**src/assert_macros.svh**
```systemverilog
// ----------------------------------------------------------------------------
// assert_macros.svh
// concurrent assertion helpers shared by the rtl files
// ----------------------------------------------------------------------------
`ifndef ASSERT_MACROS_SVH
`define ASSERT_MACROS_SVH

`ifndef ASSERT_OFF
// property must hold at every clock edge out of reset
`define ASSERT_AT(lbl, clk, rst_n, prop) \
  lbl: assert property (@(posedge clk) disable iff (!rst_n) prop) \
    else $error("%m: assertion failed");
// condition must never be true out of reset
`define ASSERT_NEVER(lbl, clk, rst_n, prop) \
  `ASSERT_AT(lbl, clk, rst_n, !(prop))
`else
`define ASSERT_AT(lbl, clk, rst_n, prop)
`define ASSERT_NEVER(lbl, clk, rst_n, prop)
`endif

`endif

```
**src/lphi_pkg.sv**
```systemverilog
// ----------------------------------------------------------------------------
// lphi_pkg
// types and field widths of the linear probing hash insert block
// ----------------------------------------------------------------------------
package lphi_pkg;

  localparam int ID_W     = 14;
  localparam int SLOT_W   = 7;
  localparam int STATUS_W = 2;

  typedef enum logic {
    KIND_INSERT = 1'b0,
    KIND_READ   = 1'b1
  } lphi_kind_e;

  typedef enum logic [STATUS_W-1:0] {
    ST_HOME   = 2'd0,
    ST_PROBED = 2'd1,
    ST_FULL   = 2'd2,
    ST_READ   = 2'd3
  } lphi_status_e;

  typedef enum logic [2:0] {
    S_IDLE,
    S_MOD,
    S_PROBE,
    S_RD_ISSUE,
    S_RD_DATA,
    S_DONE
  } lphi_state_e;

  // controller to datapath strobes
  typedef struct packed {
    logic capture;
    logic mod_sub;
    logic probe;
    logic rd_issue;
    logic rd_data;
    logic load_out;
  } lphi_cmd_t;

  // datapath to controller
  typedef struct packed {
    logic in_is_read;
  } lphi_sts_t;

  typedef struct packed {
    lphi_status_e          status;
    logic [SLOT_W-1:0]     slot;
    logic [ID_W-1:0]       stored_id;
    logic                  occupied;
  } lphi_res_t;

endpackage

```
**src/lphi_req_if.sv**
```systemverilog
// ----------------------------------------------------------------------------
// lphi_req_if
// request channel: insert an identifier or read one slot
// ----------------------------------------------------------------------------
interface lphi_req_if;
  logic                       valid;
  logic                       ready;
  logic                       kind;
  logic [lphi_pkg::ID_W-1:0]  employee_id;
  logic [lphi_pkg::SLOT_W-1:0] slot_index;

  modport source (output valid, output kind, output employee_id, output slot_index,
                  input ready);
  modport sink   (input valid, input kind, input employee_id, input slot_index,
                  output ready);
endinterface

```
**src/lphi_rsp_if.sv**
```systemverilog
// ----------------------------------------------------------------------------
// lphi_rsp_if
// response channel: one result beat per request
// ----------------------------------------------------------------------------
interface lphi_rsp_if;
  logic                          valid;
  logic                          ready;
  logic [lphi_pkg::STATUS_W-1:0] status;
  logic [lphi_pkg::SLOT_W-1:0]   slot;
  logic [lphi_pkg::ID_W-1:0]     stored_id;
  logic                          occupied;

  modport source (output valid, output status, output slot, output stored_id,
                  output occupied, input ready);
  modport sink   (input valid, input status, input slot, input stored_id,
                  input occupied, output ready);
endinterface

```
**src/linear_probe_hash_insert.sv**
```systemverilog
// ----------------------------------------------------------------------------
// linear_probe_hash_insert
// open addressing hash table with linear probing, insert and slot read
// ----------------------------------------------------------------------------
//  channel  dir  beat
//  req_i    in   kind, employee_id, slot_index
//  rsp_o    out  status, slot, stored_id, occupied
//
//  one request in flight: an insert runs hash multiply, remainder, free
//  slot search and result load, a read runs slot read and result load;
//  the result is registered and the next request beat is taken once the
//  sequencer is back in idle.
//  reset clears every occupancy bit at once, no clearing pass.
//  a stalled response holds its register; one further request runs up to
//  its result and waits there.
// ----------------------------------------------------------------------------
module linear_probe_hash_insert #(
  parameter int TABLE_SIZE = 128
) (
  input  logic         clk_i,
  input  logic         rst_ni,
  lphi_req_if.sink     req_i,
  lphi_rsp_if.source   rsp_o
);
  import lphi_pkg::*;

  lphi_cmd_t cmd;
  lphi_sts_t sts;

  lphi_ctrl u_ctrl (
    .clk_i       (clk_i),
    .rst_ni      (rst_ni),
    .req_valid_i (req_i.valid),
    .rsp_ready_i (rsp_o.ready),
    .sts_i       (sts),
    .req_ready_o (req_i.ready),
    .rsp_valid_o (rsp_o.valid),
    .cmd_o       (cmd)
  );

  lphi_dp #(
    .TABLE_SIZE (TABLE_SIZE)
  ) u_dp (
    .clk_i         (clk_i),
    .rst_ni        (rst_ni),
    .cmd_i         (cmd),
    .kind_i        (req_i.kind),
    .employee_id_i (req_i.employee_id),
    .slot_index_i  (req_i.slot_index),
    .sts_o         (sts),
    .status_o      (rsp_o.status),
    .slot_o        (rsp_o.slot),
    .stored_id_o   (rsp_o.stored_id),
    .occupied_o    (rsp_o.occupied)
  );

endmodule

```
**src/lphi_ram.sv**
```systemverilog
// ----------------------------------------------------------------------------
// lphi_ram
// generic simple dual port ram, one write and one registered read port
// ----------------------------------------------------------------------------
module lphi_ram #(
  parameter int WIDTH = 14,
  parameter int DEPTH = 128
) (
  input  logic                     clk_i,
  input  logic                     we_i,
  input  logic [$clog2(DEPTH)-1:0] waddr_i,
  input  logic [WIDTH-1:0]         wdata_i,
  input  logic                     re_i,
  input  logic [$clog2(DEPTH)-1:0] raddr_i,
  output logic [WIDTH-1:0]         rdata_o
);

  logic [WIDTH-1:0] mem_q [DEPTH];
  logic [WIDTH-1:0] rdata_q;

  always_ff @(posedge clk_i) begin
    if (we_i) begin
      mem_q[waddr_i] <= wdata_i;
    end
  end

  always_ff @(posedge clk_i) begin
    if (re_i) begin
      rdata_q <= mem_q[raddr_i];
    end
  end

  assign rdata_o = rdata_q;

endmodule

```
**src/lphi_ctrl.sv**
```systemverilog
// ----------------------------------------------------------------------------
// lphi_ctrl
// sequencer for insert and read requests, owns the response valid
// ----------------------------------------------------------------------------
`include "assert_macros.svh"

module lphi_ctrl (
  input  logic                clk_i,
  input  logic                rst_ni,
  input  logic                req_valid_i,
  input  logic                rsp_ready_i,
  input  lphi_pkg::lphi_sts_t sts_i,
  output logic                req_ready_o,
  output logic                rsp_valid_o,
  output lphi_pkg::lphi_cmd_t cmd_o
);
  import lphi_pkg::*;

  lphi_state_e state_q, state_d;
  logic        rsp_valid_q, rsp_valid_d;
  logic        out_free;

  assign out_free = !rsp_valid_q || rsp_ready_i;

  // next state
  always_comb begin
    state_d = state_q;
    case (state_q)
      S_IDLE: begin
        if (req_valid_i) begin
          state_d = sts_i.in_is_read ? S_RD_ISSUE : S_MOD;
        end
      end
      S_MOD:      state_d = S_PROBE;
      S_PROBE:    state_d = S_DONE;
      S_RD_ISSUE: state_d = S_RD_DATA;
      S_RD_DATA:  state_d = S_DONE;
      S_DONE: begin
        if (out_free) begin
          state_d = S_IDLE;
        end
      end
      default:    state_d = S_IDLE;
    endcase
  end

  // outputs
  always_comb begin
    cmd_o       = '0;
    req_ready_o = 1'b0;
    case (state_q)
      S_IDLE: begin
        req_ready_o   = 1'b1;
        cmd_o.capture = req_valid_i;
      end
      S_MOD:      cmd_o.mod_sub  = 1'b1;
      S_PROBE:    cmd_o.probe    = 1'b1;
      S_RD_ISSUE: cmd_o.rd_issue = 1'b1;
      S_RD_DATA:  cmd_o.rd_data  = 1'b1;
      S_DONE:     cmd_o.load_out = out_free;
      default: begin
        cmd_o       = '0;
        req_ready_o = 1'b0;
      end
    endcase
  end

  always_comb begin
    rsp_valid_d = rsp_valid_q;
    if (cmd_o.load_out) begin
      rsp_valid_d = 1'b1;
    end else if (rsp_ready_i) begin
      rsp_valid_d = 1'b0;
    end
  end

  always_ff @(posedge clk_i or negedge rst_ni) begin
    if (!rst_ni) begin
      state_q     <= S_IDLE;
      rsp_valid_q <= 1'b0;
    end else begin
      state_q     <= state_d;
      rsp_valid_q <= rsp_valid_d;
    end
  end

  assign rsp_valid_o = rsp_valid_q;

  `ASSERT_NEVER(a_no_overwrite, clk_i, rst_ni, cmd_o.load_out && rsp_valid_q && !rsp_ready_i)
  `ASSERT_AT(a_accept_busy, clk_i, rst_ni, (req_valid_i && req_ready_o) |=> (state_q != S_IDLE))
  `ASSERT_AT(a_one_cmd, clk_i, rst_ni, $onehot0({cmd_o.capture, cmd_o.mod_sub, cmd_o.probe, cmd_o.rd_issue, cmd_o.rd_data, cmd_o.load_out}))

endmodule

```
**src/lphi_dp.sv**
```systemverilog
// ----------------------------------------------------------------------------
// lphi_dp
// hash, occupancy bits, free slot search, identifier store and result regs
// ----------------------------------------------------------------------------
`include "assert_macros.svh"

module lphi_dp #(
  parameter int TABLE_SIZE = 128
) (
  input  logic                              clk_i,
  input  logic                              rst_ni,
  input  lphi_pkg::lphi_cmd_t               cmd_i,
  input  logic                              kind_i,
  input  logic [lphi_pkg::ID_W-1:0]         employee_id_i,
  input  logic [lphi_pkg::SLOT_W-1:0]       slot_index_i,
  output lphi_pkg::lphi_sts_t               sts_o,
  output logic [lphi_pkg::STATUS_W-1:0]     status_o,
  output logic [lphi_pkg::SLOT_W-1:0]       slot_o,
  output logic [lphi_pkg::ID_W-1:0]         stored_id_o,
  output logic                              occupied_o
);
  import lphi_pkg::*;

  localparam int IDX_W   = $clog2(TABLE_SIZE);
  localparam int CNT_W   = $clog2(TABLE_SIZE + 1);
  localparam int EXT_W   = SLOT_W + IDX_W;
  // modulo by reciprocal: q' = floor(id * floor(2^SHIFT / T) / 2^SHIFT), q-1 <= q' <= q
  localparam int SHIFT   = ID_W + IDX_W;
  localparam int RECIP_W = ID_W + 1;
  localparam int PROD_W  = ID_W + RECIP_W;
  localparam int Q_W     = RECIP_W - IDX_W;
  localparam int unsigned RECIP = (32'd1 << SHIFT) / TABLE_SIZE;

  logic [ID_W-1:0]       id_q;
  logic [SLOT_W-1:0]     idx_q;
  logic [PROD_W-1:0]     prod_q;
  logic [IDX_W-1:0]      home_q, home_d;
  logic [TABLE_SIZE-1:0] valid_q, valid_d;
  logic [CNT_W-1:0]      fill_q, fill_d;
  lphi_res_t             res_q, res_d;
  lphi_res_t             out_q;

  logic [Q_W-1:0]        quot;
  logic [ID_W-1:0]       qt;
  logic [ID_W-1:0]       rem_wide;
  logic [IDX_W:0]        rem;
  logic [TABLE_SIZE-1:0] free, upper, pick, first;
  logic [IDX_W-1:0]      pos;
  logic [EXT_W-1:0]      pos_ext;
  logic                  full;
  logic [EXT_W-1:0]      idx_ext;
  logic                  in_range;
  logic [IDX_W-1:0]      rd_addr;
  logic                  rd_occ;
  logic                  ins_we;
  logic [ID_W-1:0]       ram_rdata;

  assign sts_o.in_is_read = (kind_i == KIND_READ);

  // hash: remainder with one correction step
  assign quot     = prod_q[PROD_W-1:SHIFT];
  assign qt       = ID_W'(ID_W'(quot) * ID_W'(TABLE_SIZE));
  assign rem_wide = id_q - qt;
  assign rem      = rem_wide[IDX_W:0];

  always_comb begin
    home_d = home_q;
    if (cmd_i.mod_sub) begin
      if (rem >= (IDX_W + 1)'(TABLE_SIZE)) begin
        home_d = IDX_W'(rem - (IDX_W + 1)'(TABLE_SIZE));
      end else begin
        home_d = rem[IDX_W-1:0];
      end
    end
  end

  // wrapped search for the first free slot at or after home
  assign free  = ~valid_q;
  assign upper = free & ({TABLE_SIZE{1'b1}} << home_q);
  assign pick  = (|upper) ? upper : free;
  assign first = pick & (~pick + TABLE_SIZE'(1));

  always_comb begin
    pos = '0;
    for (int i = 0; i < TABLE_SIZE; i++) begin
      if (first[i]) begin
        pos = pos | IDX_W'(i);
      end
    end
  end

  assign pos_ext = EXT_W'(pos);
  assign full    = (fill_q == CNT_W'(TABLE_SIZE));
  assign ins_we  = cmd_i.probe && !full;

  // read side
  assign idx_ext  = EXT_W'(idx_q);
  assign in_range = idx_ext < EXT_W'(TABLE_SIZE);
  assign rd_addr  = idx_ext[IDX_W-1:0];
  assign rd_occ   = in_range && valid_q[rd_addr];

  always_comb begin
    valid_d = valid_q;
    fill_d  = fill_q;
    if (ins_we) begin
      valid_d[pos] = 1'b1;
      fill_d       = fill_q + CNT_W'(1);
    end
  end

  always_comb begin
    res_d = res_q;
    if (cmd_i.probe) begin
      if (full) begin
        res_d.status    = ST_FULL;
        res_d.slot      = '0;
        res_d.stored_id = '0;
        res_d.occupied  = 1'b0;
      end else begin
        res_d.status    = (pos == home_q) ? ST_HOME : ST_PROBED;
        res_d.slot      = pos_ext[SLOT_W-1:0];
        res_d.stored_id = id_q;
        res_d.occupied  = 1'b1;
      end
    end else if (cmd_i.rd_data) begin
      res_d.status    = ST_READ;
      res_d.slot      = idx_q;
      res_d.stored_id = rd_occ ? ram_rdata : '0;
      res_d.occupied  = rd_occ;
    end
  end

  lphi_ram #(
    .WIDTH (ID_W),
    .DEPTH (TABLE_SIZE)
  ) u_id_ram (
    .clk_i   (clk_i),
    .we_i    (ins_we),
    .waddr_i (pos),
    .wdata_i (id_q),
    .re_i    (cmd_i.rd_issue),
    .raddr_i (rd_addr),
    .rdata_o (ram_rdata)
  );

  always_ff @(posedge clk_i or negedge rst_ni) begin
    if (!rst_ni) begin
      valid_q <= '0;
      fill_q  <= '0;
    end else begin
      valid_q <= valid_d;
      fill_q  <= fill_d;
    end
  end

  always_ff @(posedge clk_i) begin
    if (cmd_i.capture) begin
      id_q   <= employee_id_i;
      idx_q  <= slot_index_i;
      prod_q <= PROD_W'(employee_id_i) * PROD_W'(RECIP);
    end
    home_q <= home_d;
    res_q  <= res_d;
    if (cmd_i.load_out) begin
      out_q <= res_q;
    end
  end

  assign status_o    = out_q.status;
  assign slot_o      = out_q.slot;
  assign stored_id_o = out_q.stored_id;
  assign occupied_o  = out_q.occupied;

  `ASSERT_AT(a_fill_count, clk_i, rst_ni, fill_q == CNT_W'($countones(valid_q)))
  `ASSERT_AT(a_probe_free, clk_i, rst_ni, ins_we |-> !valid_q[pos])
  `ASSERT_AT(a_home_range, clk_i, rst_ni, cmd_i.mod_sub |=> (EXT_W'(home_q) < EXT_W'(TABLE_SIZE)))

endmodule
```
**src/flat_wrapper.sv**
```systemverilog
// flat-port wrapper written by rule: the top's interface ports become plain ports
module linear_probe_hash_insert_flat import lphi_pkg::*;
#(
  parameter int TABLE_SIZE = 128
)
  (clk_i, rst_ni, req_i_valid, req_i_kind, req_i_employee_id, req_i_slot_index, req_i_ready, rsp_o_valid, rsp_o_status, rsp_o_slot, rsp_o_stored_id, rsp_o_occupied, rsp_o_ready);
  lphi_req_if req_i_i ();
  lphi_rsp_if rsp_o_i ();
  input  logic clk_i;
  input  logic rst_ni;
  input wire logic [$bits(req_i_i.valid)-1:0] req_i_valid;
  input wire logic [$bits(req_i_i.kind)-1:0] req_i_kind;
  input wire logic [$bits(req_i_i.employee_id)-1:0] req_i_employee_id;
  input wire logic [$bits(req_i_i.slot_index)-1:0] req_i_slot_index;
  output wire logic [$bits(req_i_i.ready)-1:0] req_i_ready;
  output wire logic [$bits(rsp_o_i.valid)-1:0] rsp_o_valid;
  output wire logic [$bits(rsp_o_i.status)-1:0] rsp_o_status;
  output wire logic [$bits(rsp_o_i.slot)-1:0] rsp_o_slot;
  output wire logic [$bits(rsp_o_i.stored_id)-1:0] rsp_o_stored_id;
  output wire logic [$bits(rsp_o_i.occupied)-1:0] rsp_o_occupied;
  input wire logic [$bits(rsp_o_i.ready)-1:0] rsp_o_ready;
  assign req_i_i.valid = req_i_valid;
  assign req_i_i.kind = req_i_kind;
  assign req_i_i.employee_id = req_i_employee_id;
  assign req_i_i.slot_index = req_i_slot_index;
  assign req_i_ready = req_i_i.ready;
  assign rsp_o_valid = rsp_o_i.valid;
  assign rsp_o_status = rsp_o_i.status;
  assign rsp_o_slot = rsp_o_i.slot;
  assign rsp_o_stored_id = rsp_o_i.stored_id;
  assign rsp_o_occupied = rsp_o_i.occupied;
  assign rsp_o_i.ready = rsp_o_ready;
  linear_probe_hash_insert #(.TABLE_SIZE(TABLE_SIZE)) u_core (.clk_i(clk_i), .rst_ni(rst_ni), .req_i(req_i_i), .rsp_o(rsp_o_i));
endmodule
```
**config.mk**
```make
export PLATFORM = sky130hd
export DESIGN_NAME = linear_probe_hash_insert_flat
export DESIGN_NICKNAME = d
export VERILOG_FILES = /design/src/lphi_pkg.sv /design/src/lphi_req_if.sv /design/src/lphi_rsp_if.sv /design/src/linear_probe_hash_insert.sv /design/src/lphi_ram.sv /design/src/lphi_ctrl.sv /design/src/lphi_dp.sv /design/src/flat_wrapper.sv
export VERILOG_INCLUDE_DIRS = /design/src /design/src/src
export SDC_FILE = /design/constraint.sdc
export NUM_CORES = 2
export LEC_CHECK = 0
export ABC_CLOCK_PERIOD_IN_PS = 15130
export BUFFER_PORTS_ARGS = -buffer_cell sky130_fd_sc_hd__buf_4
export CELL_PAD_IN_SITES_DETAIL_PLACEMENT = 0
export CELL_PAD_IN_SITES_GLOBAL_PLACEMENT = 1
export CORE_ASPECT_RATIO = 1.5
export CORE_MARGIN = 3
export CORE_UTILIZATION = 55
export CTS_BUF_LIST = sky130_fd_sc_hd__clkbuf_8 sky130_fd_sc_hd__clkbuf_16
export CTS_CLUSTER_SIZE = 8
export DETAILED_ROUTE_END_ITERATION = 8
export PLACE_DENSITY_LB_ADDON = 0.3
export SLEW_MARGIN = 20
export SYNTH_ARGS = -nofsm -noshare
export SYNTH_HDL_FRONTEND = slang
export SYNTH_HIERARCHICAL = 1
export SYNTH_SLANG_ARGS = --single-unit
```
**constraint.sdc**
```tcl
create_clock -name clk_i -period 15.13 [get_ports clk_i]
set_input_delay 3.026 -clock clk_i [delete_from_list [all_inputs] [get_ports clk_i]]
set_output_delay 3.026 -clock clk_i [all_outputs]
set_load 0.05 [all_outputs]
```
==> run summary <==
Top cell type's share of synthesized area -> 65.0%
Pre-Repair DR Iteration Count -> 8
Worst Path Arrival -> 12.51 ns
Post-synthesis sequential area ratio -> 69.0%
Vias/cell -> 7.35
Post-CTS Setup Inserts -> 0
Crit-path max FO -> 60
Drt drc -> 0
Cell taking the most area after synthesis -> edfxtp_1
Layout Skew -> 0.100 ns
Io pins -> 52
Yosys cell types -> 117
Type of origin of the critical path -> flip-flop
Die height -> 493 µm
P per Cell Area -> 172 nW/µm²
CTS Buf Count -> 303
Register area -> 60000 µm²
Max clock buf depth -> 4
Hpwl dp -> 209 mm
LEAKAGE -> 32.6 nW
CTS resizes -> 0
Clk sinks -> 2022
Max_cap viols -> 0
Die width -> 331 µm
CTS HTree Levels -> 5
Synth Cell Area -> 87000 µm²
Final TNS setup -> 0 ns
Syn avg cell area -> 18.2 µm²
Share of flip-flops with an asynchronous set or reset -> 6.92%
CTS Root Cell -> clkbuf_16
Ys Warns -> 6
TritonCTS clock tree -> done
Status -> finished clean
Gp weighted congestion -> 1.15
Slew HR -> 11.8%
# fillers -> 10770
Post-Syn Instances -> 4776
Least-Margin Pin Slew -> 1.31 ns
Crit path kind -> flip-flop to flip-flop
WL final -> 321 mm
Initial DRC count -> 7012
Final period utilization -> 79.5%
Syn Nets -> 4804
Clk_lat worst skew -> 0.92 ns
Final hold violation count -> 0
DRT antenna net count -> 0
Critical Path RT -> 15.62 ns
Min Tclk post-route -> 12.02 ns
Total Nets Final -> 5123
Unrepaired setup endpoints after global routing -> false
Fin. max-slew vios -> 0
Synth Flop Type -> edfxtp_1
Area occupied by multi-input gates -> 25700 µm²
Post-synth EDFFs -> 1882
Rows -> 178
Peak Freq -> 83.2 MHz
Top cells by area, synth -> edfxtp_1 65%, mux4_2 16%, dfrtp_1 4.0%, nor2_1 1.3%, a21oi_1 0.80%
Final setup fails -> 0
Share of layout cells above drive strength 1 -> 28.5%
Clock slew at reported path FFs -> 0.05 ns
Worst vdd ir -> 165 µV
Layout Area Growth over Synthesis -> 14.1%
Most frequent cells in the layout -> 1882 x edfxtp_1, 630 x mux4_2, 308 x clkbuf_16
Commonest non-fill, non-tap cell in the layout -> edfxtp_1
Final core utilization -> 63.2%
Area of the core -> 157000 µm²
Cts hold-fix bufs -> 0
Remaining Overflow, GRT -> 0
Crit end category -> flip-flop
Die area -> 163000 µm²
Initial antenna violation count -> 42
Register bit count reported by yosys -> 2022
Overall Global Routing Usage -> 40.8%
Initial Util -> 55.4%
Type of the worst min-delay path -> flip-flop to flip-flop
Vias in the first global route -> 53530
Pin count of the biggest net entering global routing -> 147
Avg WL per Cell -> 44.3 µm
Vias -> 53331
Port bufs -> 51
First-pass GRT wire length -> 448 mm
final cells by class:
cell class	count	share of cell area, %
Sequential cell	2022	60.5
Multi-Input combinational cell	2404	25.9
Clock buffer	308	7.76
Tap cell	2070	2.61
Timing Repair Buffer	311	2.57
Clock inverter	58	0.336
Inverter	53	0.203
Antenna cell	28	0.0706
stage by stage:
step	worst slack, ns	cell area [µm²]	power [mW]	hold slack (ns)	cells
after global placement	3.14	90400	11.0	0.402	6834
after floorplan	8.07	87000	9.07	0.400	4776
after detailed placement	3.50	90500	11.0	0.405	6835
final	3.11	99200	17.0	0.415	7254
after global routing	3.19	99100	17.4	0.426	7231
after CTS	3.54	98500	16.8	0.416	7201
power breakdown:
group	switching (mW)	total (mW)	internal [mW]	leakage [nW]
Combinational	3.23	4.48	1.25	9.64
Clock	2.22	5.79	3.56	4.10
Sequential	0.208	6.75	6.54	18.9
Total	5.66	17.0	11.4	32.6
sequential cells by signal (all words and copies together), names as in the netlist, 2 cells and up:
signal	cells
u_core/u_dp/slot_o	7
u_core/u_dp/id_q	14
u_core/u_dp/home_q	7
u_core/u_dp/stored_id_o	14
u_core/u_dp/fill_q	8
u_core/u_dp/valid_q	128
u_core/u_dp/u_id_ram/rdata_o	14
u_core/u_dp/u_id_ram/mem_q	1792
u_core/u_dp/idx_q	7
u_core/u_ctrl/state_q	3
u_core/u_dp/res_q	24
u_core/u_dp/status_o	2
per-layer routing:
| layer | routed length (µm) | GRT usage [%] |
|---|---|---|
| met5 | 200 | 0.923 |
| met3 | 30600 | 13.8 |
| met2 | 155000 | 63.1 |
| met1 | 103000 | 46.3 |
| met4 | 32200 | 32.8 |
worst max-delay path, stage by stage, from the launching register on:
cell	delay, ns
edfxtp_1	0.32
buf_4	0.64
and3_1	0.77
o221ai_1	0.28
or4_1	0.55
or4_4	0.52
or4_1	0.61
nor4_4	0.65
buf_4	0.49
a21o_1	0.51
nand4bb_1	0.65
nor4b_1	0.24
or4_1	0.59
or4_1	0.59
nor4_4	0.50
nand3_2	0.69
nor2b_1	1.15
nand3_1	0.83
nor2_2	0.93
cell families after synthesis:
family / count (synthesis) / share of synthesized area [%]
fa+ha+maj: 3 / 0.0403
flops: 2022 / 69.0
simple gates: 993 / 6.20
buf+inv: 350 / 2.05
xor+xnor: 8 / 0.0806
compound gates: 747 / 6.01
mux: 653 / 16.6
cells in the mapped netlist, types with 15 or more instances:
cell and number:
a211o_1 17, a211oi_1 29, a21o_1 79, a21oi_1 139, a22o_1 18, a31oi_1 33, a41oi_1 23, and2_1 28
and3_1 27, buf_1 32, buf_2 70, buf_4 33, buf_6 33, clkbuf_1 128, dfrtp_1 140, edfxtp_1 1882
inv_1 47, mux2_2 15, mux4_2 630, nand2_1 145, nand2b_1 16, nand3_1 71, nand4_1 64, nor2_1 293
nor2b_1 15, nor3_1 99, nor4_1 45, nor4b_1 16, o211ai_1 25, o21ai_0 96, o21ai_1 26, o21bai_1 70
o22ai_1 30, or2_2 19, or3_1 27, or4_1 26
final timing paths:
| check | start | end | slack, ns | cells past startpoint |
|---|---|---|---|---|
| worst min-delay path | u_core/u_dp/res_q[1] | u_core/u_dp/stored_id_o[0] | 0.41 | 0 |
| worst min register to register | u_core/u_dp/res_q[1] | u_core/u_dp/stored_id_o[0] | 0.41 | 0 |
| worst max-delay path | u_core/u_dp/home_q[5] | u_core/u_dp/u_id_ram/mem_q[56][9] | 3.11 | 18 |
| min in group asynchronous | rst_ni | u_core/u_dp/valid_q[44] | 1.98 | 1 |
| worst max register to register | u_core/u_dp/home_q[5] | u_core/u_dp/u_id_ram/mem_q[56][9] | 3.11 | 18 |
| max in group asynchronous | rst_ni | u_core/u_dp/valid_q[73] | 11.18 | 3 |
Power figures use the tool's default switching activity.
